[src/rtl/fipm_pkg.sv]
`timescale 1ns / 1ps
// ----------------------------------------------------------------------------
// fipm_pkg
// Shared types, reset values and the control store of the fall impact peak
// monitor.
// ----------------------------------------------------------------------------
package fipm_pkg;

	localparam int AccelW     = 20;
	localparam int RootW      = 10;
	localparam int ThreshW    = 20;
	localparam int ImpactW    = 4;
	localparam int HoldW      = 14;
	localparam int BlinkW     = 10;
	localparam int CfgIndexW  = 2;
	localparam int CfgDataW   = 20;
	localparam int StepW      = 3;
	localparam int SqrtCntW   = 4;
	localparam int SqrtIters  = 10;

	localparam logic [ThreshW-1:0] ThreshReset = ThreshW'(9400);
	localparam logic [ImpactW-1:0] ImpactReset = ImpactW'(5);
	localparam logic [HoldW-1:0]   HoldReset   = HoldW'(10000);
	localparam logic [BlinkW-1:0]  BlinkReset  = BlinkW'(500);

	typedef enum logic [CfgIndexW-1:0] {
		REG_IMPACT_THRESHOLD = 2'd0,
		REG_IMPACT_TICKS     = 2'd1,
		REG_HOLD_TICKS       = 2'd2,
		REG_BLINK_HALF       = 2'd3
	} cfg_reg_t;

	typedef enum logic [1:0] {
		PH_START   = 2'd0,
		PH_ARMED   = 2'd1,
		PH_FALLING = 2'd2,
		PH_LANDED  = 2'd3
	} phase_t;

	typedef enum logic [2:0] {
		OP_NOP,
		OP_WAIT_IN,
		OP_SQRT,
		OP_TIMER,
		OP_PEAK,
		OP_PHASE,
		OP_LED,
		OP_EMIT
	} op_t;

	typedef enum logic [1:0] {
		COND_NONE,
		COND_NO_INPUT,
		COND_SQRT_BUSY,
		COND_OUT_FULL
	} cond_t;

	typedef logic [StepW-1:0] step_t;

	typedef struct packed {
		op_t   op;
		cond_t cond;
		logic  cond_always;
		step_t target;
	} ucode_word_t;

	// Control from the sequencer to the datapath.
	typedef struct packed {
		op_t op;
	} ctrl_t;

	// Status from the datapath back to the sequencer.
	typedef struct packed {
		logic in_valid;
		logic sqrt_busy;
		logic out_full;
	} status_t;

	localparam step_t StepWait = StepW'(0);
	localparam step_t StepSqrt = StepW'(1);
	localparam step_t StepEmit = StepW'(6);

	// Control store: one word per step. A step jumps to its target when its
	// condition holds (or always, for the closing step), else falls through.
	function automatic ucode_word_t ucode_rom(input step_t step);
		ucode_word_t w;
		case (step)
			StepW'(0): w = '{op: OP_WAIT_IN, cond: COND_NO_INPUT, cond_always: 1'b0,
				target: StepWait};
			StepW'(1): w = '{op: OP_SQRT, cond: COND_SQRT_BUSY, cond_always: 1'b0,
				target: StepSqrt};
			StepW'(2): w = '{op: OP_TIMER, cond: COND_NONE, cond_always: 1'b0,
				target: StepWait};
			StepW'(3): w = '{op: OP_PEAK, cond: COND_NONE, cond_always: 1'b0,
				target: StepWait};
			StepW'(4): w = '{op: OP_PHASE, cond: COND_NONE, cond_always: 1'b0,
				target: StepWait};
			StepW'(5): w = '{op: OP_LED, cond: COND_NONE, cond_always: 1'b0,
				target: StepWait};
			StepW'(6): w = '{op: OP_EMIT, cond: COND_OUT_FULL, cond_always: 1'b0,
				target: StepEmit};
			default:   w = '{op: OP_NOP, cond: COND_NONE, cond_always: 1'b1,
				target: StepWait};
		endcase
		return w;
	endfunction

endpackage

[src/rtl/fipm_isqrt.sv]
`timescale 1ns / 1ps
// ----------------------------------------------------------------------------
// fipm_isqrt
// Digit-serial integer square root: one root bit per cycle, giving a ten-bit
// root for a 20-bit radicand.
// ----------------------------------------------------------------------------
module fipm_isqrt (
	input  logic                          clk,
	input  logic                          arst_n,
	input  logic                          start,
	input  logic [fipm_pkg::AccelW-1:0]   radicand,
	output logic                          busy,
	output logic [fipm_pkg::RootW-1:0]    root
);
	import fipm_pkg::*;

	localparam int RemW = RootW + 2;

	logic [AccelW-1:0]   rad_q;
	logic [RemW-1:0]     rem_q;
	logic [RootW-1:0]    root_q;
	logic [SqrtCntW-1:0] cnt_q;
	logic [RemW+1:0]     shifted;
	logic [RemW+1:0]     trial;
	logic                fits;

	assign shifted = {rem_q, rad_q[AccelW-1 -: 2]};
	assign trial   = {2'b00, root_q, 2'b01};
	assign fits    = (shifted >= trial);

	always_ff @(posedge clk or negedge arst_n) begin
		if (!arst_n) begin
			cnt_q <= '0;
		end else if (start) begin
			cnt_q <= SqrtCntW'(SqrtIters);
		end else if (cnt_q != '0) begin
			cnt_q <= cnt_q - SqrtCntW'(1);
		end
	end

	always_ff @(posedge clk) begin
		if (start) begin
			rad_q  <= radicand;
			rem_q  <= '0;
			root_q <= '0;
		end else if (cnt_q != '0) begin
			rad_q  <= {rad_q[AccelW-3:0], 2'b00};
			if (fits) begin
				rem_q <= RemW'(shifted - trial);
			end else begin
				rem_q <= shifted[RemW-1:0];
			end
			root_q <= {root_q[RootW-2:0], fits};
		end
	end

	// The last iteration completes on the edge that takes the count from one to
	// zero, so the caller may move on while the count is one.
	assign busy = (cnt_q > SqrtCntW'(1));
	assign root = root_q;

endmodule

[src/rtl/fipm_sequencer.sv]
`timescale 1ns / 1ps
// ----------------------------------------------------------------------------
// fipm_sequencer
// Step counter over the control store, with conditional jumps on datapath
// status.
// ----------------------------------------------------------------------------
module fipm_sequencer (
	input  logic              clk,
	input  logic              arst_n,
	input  fipm_pkg::status_t status,
	output fipm_pkg::ctrl_t   ctrl
);
	import fipm_pkg::*;

	step_t       step_q;
	step_t       step_next;
	ucode_word_t word;
	logic        cond_true;

	assign word = ucode_rom(step_q);

	always_comb begin
		case (word.cond)
			COND_NO_INPUT:  cond_true = !status.in_valid;
			COND_SQRT_BUSY: cond_true = status.sqrt_busy;
			COND_OUT_FULL:  cond_true = status.out_full;
			default:        cond_true = 1'b0;
		endcase
	end

	always_comb begin
		if (cond_true || word.cond_always) begin
			step_next = word.target;
		end else begin
			step_next = step_q + StepW'(1);
		end
	end

	always_ff @(posedge clk or negedge arst_n) begin
		if (!arst_n) begin
			step_q <= StepWait;
		end else begin
			step_q <= step_next;
		end
	end

	assign ctrl.op = word.op;

endmodule

[src/rtl/fipm_datapath.sv]
`timescale 1ns / 1ps
// ----------------------------------------------------------------------------
// fipm_datapath
// Configuration registers, monitor state and the result register, updated one
// micro-operation at a time.
// ----------------------------------------------------------------------------
module fipm_datapath (
	input  logic                            clk,
	input  logic                            arst_n,
	input  fipm_pkg::ctrl_t                 ctrl,
	output fipm_pkg::status_t               status,
	input  logic                            cfg_we,
	input  logic [fipm_pkg::CfgIndexW-1:0]  cfg_index,
	input  logic [fipm_pkg::CfgDataW-1:0]   cfg_data,
	input  logic                            in_valid,
	output logic                            in_ready,
	input  logic                            free_fall,
	input  logic [fipm_pkg::AccelW-1:0]     accel_value,
	input  logic                            key_press,
	output logic                            sqrt_start,
	output logic [fipm_pkg::AccelW-1:0]     sqrt_radicand,
	input  logic                            sqrt_busy,
	input  logic [fipm_pkg::RootW-1:0]      sqrt_root,
	output logic                            out_valid,
	input  logic                            out_ready,
	output logic [fipm_pkg::RootW-1:0]      display_value,
	output logic                            display_write,
	output logic                            led_red,
	output logic                            low_power,
	output logic [1:0]                      phase
);
	import fipm_pkg::*;

	// Configuration.
	logic [ThreshW-1:0] thresh_q;
	logic [ImpactW-1:0] impact_ticks_q;
	logic [HoldW-1:0]   hold_ticks_q;
	logic [BlinkW-1:0]  blink_half_q;

	// Monitor state.
	phase_t             phase_q;
	logic [ImpactW-1:0] above_count_q;
	logic               impact_seen_q;
	logic [HoldW-1:0]   hold_count_q;
	logic [BlinkW-1:0]  blink_count_q;
	logic [RootW-1:0]   peak_root_q;
	logic [RootW-1:0]   shown_peak_q;
	logic               tracking_q;
	logic               blinking_q;
	logic               holding_q;
	logic               led_level_q;

	// Current item and its pending result.
	logic               free_fall_q;
	logic [AccelW-1:0]  accel_q;
	logic               key_q;
	logic [RootW-1:0]   dval_q;
	logic               dwrite_q;

	// Result register.
	logic               out_valid_q;
	logic [RootW-1:0]   out_value_q;
	logic               out_write_q;
	logic               out_led_q;
	logic               out_low_power_q;
	logic [1:0]         out_phase_q;

	logic               in_xfer;
	logic               out_xfer;
	logic               out_full;
	logic               emit;
	logic [ImpactW-1:0] above_next;
	logic [RootW-1:0]   peak_next;

	assign in_ready = (ctrl.op == OP_WAIT_IN);
	assign in_xfer  = in_valid && in_ready;
	assign out_xfer = out_valid_q && out_ready;
	assign out_full = out_valid_q && !out_ready;
	assign emit     = (ctrl.op == OP_EMIT) && !out_full;

	assign sqrt_start    = in_xfer;
	assign sqrt_radicand = accel_value;

	assign status.in_valid  = in_valid;
	assign status.sqrt_busy = sqrt_busy;
	assign status.out_full  = out_full;

	always_comb begin
		if (accel_q > thresh_q) begin
			above_next = (above_count_q != '0) ? above_count_q - ImpactW'(1) : '0;
		end else begin
			above_next = impact_ticks_q;
		end
	end

	assign peak_next = (tracking_q && (sqrt_root > peak_root_q)) ? sqrt_root : peak_root_q;

	always_ff @(posedge clk or negedge arst_n) begin
		if (!arst_n) begin
			thresh_q       <= ThreshReset;
			impact_ticks_q <= ImpactReset;
			hold_ticks_q   <= HoldReset;
			blink_half_q   <= BlinkReset;
		end else if (cfg_we) begin
			case (cfg_reg_t'(cfg_index))
				REG_IMPACT_THRESHOLD: thresh_q       <= cfg_data[ThreshW-1:0];
				REG_IMPACT_TICKS:     impact_ticks_q <= cfg_data[ImpactW-1:0];
				REG_HOLD_TICKS:       hold_ticks_q   <= cfg_data[HoldW-1:0];
				REG_BLINK_HALF:       blink_half_q   <= cfg_data[BlinkW-1:0];
				default: ;
			endcase
		end
	end

	always_ff @(posedge clk or negedge arst_n) begin
		if (!arst_n) begin
			phase_q       <= PH_START;
			above_count_q <= ImpactReset;
			impact_seen_q <= 1'b0;
			hold_count_q  <= HoldReset;
			blink_count_q <= BlinkReset;
			peak_root_q   <= '0;
			shown_peak_q  <= '0;
			tracking_q    <= 1'b0;
			blinking_q    <= 1'b0;
			holding_q     <= 1'b0;
			led_level_q   <= 1'b0;
		end else begin
			case (ctrl.op)
				OP_TIMER: begin
					if (blinking_q) begin
						above_count_q <= above_next;
						impact_seen_q <= (above_next == '0);
					end
					if (holding_q && (hold_count_q != '0)) begin
						hold_count_q <= hold_count_q - HoldW'(1);
					end
				end
				OP_PEAK: begin
					peak_root_q  <= peak_next;
					shown_peak_q <= peak_next;
				end
				OP_PHASE: begin
					case (phase_q)
						PH_START: begin
							phase_q <= PH_ARMED;
						end
						PH_ARMED: begin
							if (free_fall_q) begin
								phase_q <= PH_FALLING;
							end
						end
						PH_FALLING: begin
							blinking_q <= 1'b1;
							tracking_q <= !impact_seen_q;
							if (impact_seen_q) begin
								phase_q <= PH_LANDED;
							end
						end
						default: begin
							holding_q <= 1'b1;
							if ((hold_count_q == '0) || key_q) begin
								blinking_q    <= 1'b0;
								holding_q     <= 1'b0;
								hold_count_q  <= hold_ticks_q;
								peak_root_q   <= '0;
								impact_seen_q <= 1'b0;
								phase_q       <= PH_ARMED;
							end
						end
					endcase
				end
				OP_LED: begin
					if (blinking_q) begin
						if (blink_count_q <= BlinkW'(1)) begin
							led_level_q   <= !led_level_q;
							blink_count_q <= blink_half_q;
						end else begin
							blink_count_q <= blink_count_q - BlinkW'(1);
						end
					end else begin
						led_level_q <= 1'b0;
					end
				end
				default: ;
			endcase
		end
	end

	// Item registers and the pending display write.
	always_ff @(posedge clk) begin
		if (in_xfer) begin
			free_fall_q <= free_fall;
			accel_q     <= accel_value;
			key_q       <= key_press;
			dval_q      <= '0;
			dwrite_q    <= 1'b0;
		end else if (ctrl.op == OP_PHASE) begin
			case (phase_q)
				PH_START: begin
					dwrite_q <= 1'b1;
				end
				PH_FALLING: begin
					if (impact_seen_q) begin
						dwrite_q <= 1'b1;
						dval_q   <= shown_peak_q;
					end
				end
				PH_LANDED: begin
					if ((hold_count_q == '0) || key_q) begin
						dwrite_q <= 1'b1;
					end
				end
				default: ;
			endcase
		end
	end

	always_ff @(posedge clk or negedge arst_n) begin
		if (!arst_n) begin
			out_valid_q <= 1'b0;
		end else if (emit) begin
			out_valid_q <= 1'b1;
		end else if (out_xfer) begin
			out_valid_q <= 1'b0;
		end
	end

	always_ff @(posedge clk) begin
		if (emit) begin
			out_value_q     <= dval_q;
			out_write_q     <= dwrite_q;
			out_led_q       <= led_level_q;
			out_low_power_q <= (phase_q == PH_ARMED);
			out_phase_q     <= phase_q;
		end
	end

	assign out_valid     = out_valid_q;
	assign display_value = out_value_q;
	assign display_write = out_write_q;
	assign led_red       = out_led_q;
	assign low_power     = out_low_power_q;
	assign phase         = out_phase_q;

endmodule

[src/rtl/fall_impact_peak_monitor_top.sv]
`timescale 1ns / 1ps
// ----------------------------------------------------------------------------
// fall_impact_peak_monitor_top
// Fall impact peak monitor: one input item per 1 ms tick, one result per item.
// ----------------------------------------------------------------------------
// Usage: each input transfer (in_valid/in_ready) carries one tick with the
// free-fall flag, the raw acceleration and a key press. Each tick produces
// exactly one result transfer (out_valid/out_ready) with the display value,
// display write strobe, red LED level, low-power request and the phase.
// A microcoded sequencer handles one tick at a time: a step to take the
// item, a wait on the bit-serial square root (one root bit per cycle), the
// timer, peak, phase and LED update steps and a step to load the result
// register, then a step to return to the wait step. The next item is taken
// only after the previous one has been loaded into the result register. A
// waiting result does not block the next input transfer; the sequencer only
// stalls at its load step when the previous result is still untaken.
// Configuration writes (cfg_we) are registered directly and should be made
// while no tick is in flight. Reset puts the monitor in the start phase with
// the default thresholds and timers.
// ----------------------------------------------------------------------------
module fall_impact_peak_monitor_top (
	input  logic                            clk,
	input  logic                            arst_n,
	input  logic                            cfg_we,
	input  logic [fipm_pkg::CfgIndexW-1:0]  cfg_index,
	input  logic [fipm_pkg::CfgDataW-1:0]   cfg_data,
	input  logic                            in_valid,
	output logic                            in_ready,
	input  logic                            free_fall,
	input  logic [fipm_pkg::AccelW-1:0]     accel_value,
	input  logic                            key_press,
	output logic                            out_valid,
	input  logic                            out_ready,
	output logic [fipm_pkg::RootW-1:0]      display_value,
	output logic                            display_write,
	output logic                            led_red,
	output logic                            low_power,
	output logic [1:0]                      phase
);
	import fipm_pkg::*;

	ctrl_t             ctrl;
	status_t           status;
	logic              sqrt_start;
	logic [AccelW-1:0] sqrt_radicand;
	logic              sqrt_busy;
	logic [RootW-1:0]  sqrt_root;

	fipm_sequencer u_seq (
		.clk    (clk),
		.arst_n (arst_n),
		.status (status),
		.ctrl   (ctrl)
	);

	fipm_isqrt u_isqrt (
		.clk      (clk),
		.arst_n   (arst_n),
		.start    (sqrt_start),
		.radicand (sqrt_radicand),
		.busy     (sqrt_busy),
		.root     (sqrt_root)
	);

	fipm_datapath u_dp (
		.clk           (clk),
		.arst_n        (arst_n),
		.ctrl          (ctrl),
		.status        (status),
		.cfg_we        (cfg_we),
		.cfg_index     (cfg_index),
		.cfg_data      (cfg_data),
		.in_valid      (in_valid),
		.in_ready      (in_ready),
		.free_fall     (free_fall),
		.accel_value   (accel_value),
		.key_press     (key_press),
		.sqrt_start    (sqrt_start),
		.sqrt_radicand (sqrt_radicand),
		.sqrt_busy     (sqrt_busy),
		.sqrt_root     (sqrt_root),
		.out_valid     (out_valid),
		.out_ready     (out_ready),
		.display_value (display_value),
		.display_write (display_write),
		.led_red       (led_red),
		.low_power     (low_power),
		.phase         (phase)
	);

endmodule

[config.mk]
export PLATFORM = sky130hd
export DESIGN_NAME = fall_impact_peak_monitor_top
export DESIGN_NICKNAME = d
export VERILOG_FILES = /design/src/rtl/fipm_pkg.sv /design/src/rtl/fipm_isqrt.sv /design/src/rtl/fipm_sequencer.sv /design/src/rtl/fipm_datapath.sv /design/src/rtl/fall_impact_peak_monitor_top.sv
export SDC_FILE = /design/constraint.sdc
export NUM_CORES = 1
export LEC_CHECK = 0
export BUFFER_PORTS_ARGS = -buffer_cell sky130_fd_sc_hd__buf_2
export CELL_PAD_IN_SITES_DETAIL_PLACEMENT = 0
export CELL_PAD_IN_SITES_GLOBAL_PLACEMENT = 2
export CORE_MARGIN = 4
export CORE_UTILIZATION = 35
export CTS_CLUSTER_DIAMETER = 60
export DETAILED_ROUTE_END_ITERATION = 8
export GPL_ROUTABILITY_DRIVEN = 0
export PLACE_DENSITY_LB_ADDON = 0.15
export SYNTH_ARGS = -nofsm -noshare
export SYNTH_HDL_FRONTEND = slang
export SYNTH_SLANG_ARGS = --single-unit
[constraint.sdc]
create_clock -name clk -period 2.49 [get_ports clk]
set_input_delay 0 -clock clk [delete_from_list [all_inputs] [get_ports clk]]
set_output_delay 0 -clock clk [all_outputs]
set_load 0.02 [all_outputs]
==> run metrics <==
run status=completed; EDFF count, synth=57; final number of max-transition violations=0; drc violations=0; Tcrit/Tclk final=98.27%; skew final=15.26 ps; Gate power share=42.7%; actual slew at the worst max-slew pin=833.9 ps; final worst slack=43.16 ps; Final Cell Area=12,680 µm²; CP Data Arrival Time=2870 ps; Max-Cap Viols=0; DR top layer=met4; Clk pin slew, worst setup/hold paths=60 ps; core outline area=27,860 µm²; RSZ-0062 raised after global routing=true; htree depth=1; PD cells=1309 nW/µm²; Die Y=176.1 µm; synthesized area=9888 µm²; fill count=2,735; Synth Flop Type=dfrtp_1; Tot GR Track Use=15.87%; crit end category=register; die area=31,010 µm²; switch share=37.15%; CTS tree=yes; placed standard-cell area=11,030 µm²; WL final=24,550 µm; worst skew pair latency=540 ps; Hold WC Path Type=input port to register; # setup viols final=0; cell leakage power=5.426 nW; DRT iter0 DRCs=362; Antenna Cells=0; Avg Vias per Cell=4.766; post-synth net total=1,113; cell breakdown of the critical path=inv_2 -> ha_4 -> nand4_1 -> or2_1 -> or4_4 -> nand2_4 -> mux2_4 -> a22o_1; fin crit period=2447 ps; sequential fraction of the synthesis area=52.49%; multi-input logic area=4357 µm²; worst-path maximum fanout=3; part of the power in registers=31.8%; Die W=176.1 µm; Setup CP Type=register to register; share of cells above drive strength 1=23.04%; maximum number of pins on one net before global-route repair=62; Final nets=1,285; Clock Path Buffers=3; Max-slew headroom=44.23%; wire per inst=15.54 µm; vias in the first global route=7,471; Synth async-reset ratio=55.22%; DP Worst Slack=0.03797 ps; first-pass GRT wire length=40,650 µm; Buffers on Ports=65; Final Hold Viols=0; WP buf/inv=1; Storage cell area=5190 µm²; vias=7,530; gr ovfl total=0; Num CTS Buffers=30; Clock Power Share=25.5%; VDD IR max=0.5028 mV; clock root buffer=clkbuf_16; routed wl met3=776 µm; Internal Pwr Total=10.44 mW; final setup TNS=0 ps; Crit-path slowest cell=or4_4; Achievable Freq=408.7 MHz; worst hold slack=31.15 ps; synthesized area per cell=9.829 µm²; initial core utilization=35.50%; data required time of the critical path=2910 ps; met2 routed WL=10,530 µm; Area growth, synth to finish=28.28%; # clock sinks=201; gate count after technology mapping=1,006; Met1 Wirelength=12,800 µm; critical path's top delay family=simple AND/OR/NAND/NOR gates; num rows=61; # IOs=66; type of origin of the critical path=register; Cell variety after synth=69; Yosys reg bits=201; critical path's largest stage delay=540 ps; initial antenna violation count=0; P_sw=6.170 mW; hpwl dp=17,160 µm; Synth warnings=0; router iterations before antenna repair=4; ANT nets after route=0
==> cell type report <==
type	instances	area share (%)
clock buffer	36	6.264
clock inverter	20	1.746
inverter	63	1.874
multi-input combinational	702	34.35
sequential	201	40.92
tap	378	3.729
timing repair buffer	180	11.13
==> power by group through the flow <==
stage	clock network (mW)	logic [mW]	registers (mW)
finish	4.24	7.09	5.28
global route	4.48	8.10	5.42
CTS	4.35	6.99	5.28
detailed placement	0	6.89	5.33
global placement	0	6.88	5.34
floorplan	0	4.79	5.17
==> path summary, 6_finish.rpt <==
path | endpoint | slack, ps | from | cells past startpoint
min reg2reg | u_dp.display_value[8]$_DFFE_PP_ | 430 | u_dp.dval_q[8]$_SDFFE_PP0P_ | 0
max | u_dp.above_count_q[1]$_DFFE_PN0P_ | 40 | u_dp.thresh_q[13]$_DFFE_PN1P_ | 8
min in group asynchronous | u_dp.shown_peak_q[9]$_DFFE_PN0P_ | 50 | arst_n | 3
min | u_dp.impact_ticks_q[0]$_DFFE_PN1P_ | 30 | cfg_index[1] | 3
max in group asynchronous | u_dp.thresh_q[16]$_DFFE_PN0P_ | 1220 | arst_n | 3
max reg2reg | u_dp.above_count_q[1]$_DFFE_PN0P_ | 40 | u_dp.thresh_q[13]$_DFFE_PN1P_ | 8
==> metal layers <==
layer | track usage (%) | vias up
met3 | 2.206 | 29
met1 | 24.30 | 3478
li1 | - | 3911
met5 | 0 | -
met2 | 24.01 | 112
met4 | 3.346 | 0
==> placed cells by master (no fill, tap or decap), drive strengths merged, types with 8 or more instances in the layout <==
cell / n
edfxtp: 57
inv: 67
o21ai: 89
nand3: 19
xnor2: 11
dfrtp: 79
or3: 9
o211ai: 8
dfstp: 32
ha: 58
o22a: 9
nand4: 13
clkbuf: 37
nand2: 191
nor3: 27
buf: 131
mux2: 32
a21oi: 77
dlygate4sd3: 48
clkinv: 11
dfxtp: 33
a31oi: 9
and2: 9
nor2: 55
==> metrics by stage <==
| stage | power [mW] | util [%] | std cells |
|---|---|---|---|
| after floorplan | 9.959 | - | 1006 |
| final | 16.61 | 45.53 | 1580 |
| after detailed placement | 12.22 | 39.59 | 1468 |
| after global routing | 18.00 | 45.53 | 1580 |
| after global placement | 12.22 | 39.59 | 1468 |
| after CTS | 16.62 | 44.96 | 1572 |
==> tightest hold or removal path, delay by kind of cell <==
kind | cells | cell delay (ps)
and+or+nand+nor | 1 | 220
muxes | 1 | 190
buffers and inverters | 1 | 120
==> synth_stat cells (all sizes together), types with 3 or more instances <==
cell | number | area [µm²]
edfxtp | 57 | 1712
o21a | 5 | 37.54
ha | 58 | 725.7
a21o | 7 | 52.55
nor4 | 7 | 43.79
nor2 | 55 | 206.5
clkbuf | 25 | 93.84
nand3 | 19 | 100.1
o22a | 9 | 78.83
or4 | 3 | 26.27
nand4 | 13 | 81.33
dfstp | 32 | 840.8
mux2 | 32 | 360.4
buf | 16 | 110.1
nor2b | 6 | 37.54
o211ai | 8 | 70.06
nand2b | 4 | 25.02
or3 | 9 | 56.30
a21oi | 77 | 385.4
or2 | 3 | 18.77
mux2i | 4 | 40.04
nor3 | 27 | 145.1
nand2 | 191 | 719.4
dfxtp | 33 | 660.6
inv | 63 | 236.5
a211oi | 7 | 62.56
o21ai | 89 | 445.4
and3 | 4 | 25.02
a31oi | 9 | 56.30
o22ai | 4 | 25.02
dfrtp | 79 | 1977
xnor2 | 11 | 96.34
and2 | 8 | 52.55
==> cells by family after synthesis <==
family / share of synthesized area (%)
xor+xnor: 0.9743
compound gates: 14.45
fa+ha+maj: 7.339
flops: 52.49
buf+inv: 4.454
simple gates: 16.25
mux: 4.049
==> flip-flops by register name, indices dropped and copies added, names as in the netlist, 3 cells and up <==
| register | flops |
|---|---|
| u_dp.blink_count_q | 10 |
| u_isqrt.root | 10 |
| u_isqrt.cnt_q | 4 |
| u_dp.impact_ticks_q | 4 |
| u_dp.thresh_q | 20 |
| u_dp.above_count_q | 4 |
| u_dp.dval_q | 10 |
| u_dp.shown_peak_q | 10 |
| u_dp.peak_root_q | 10 |
| u_dp.display_value | 10 |
| u_seq.step_q | 3 |
| u_dp.blink_half_q | 10 |
| u_dp.hold_count_q | 14 |
| u_dp.hold_ticks_q | 14 |
| u_isqrt.rad_q | 20 |
| u_isqrt.rem_q | 12 |
| u_dp.accel_q | 20 |
==> timing repair <==
action / CTS / global route
buffers inserted: 0 / 6
endpoints found under the setup margin: 0 / 92
hold buffers: 48 / 0
resized for setup: 0 / 19
endpoints found under the hold margin: 180 / 0
No activity file was read; power rests on OpenSTA's default activity.
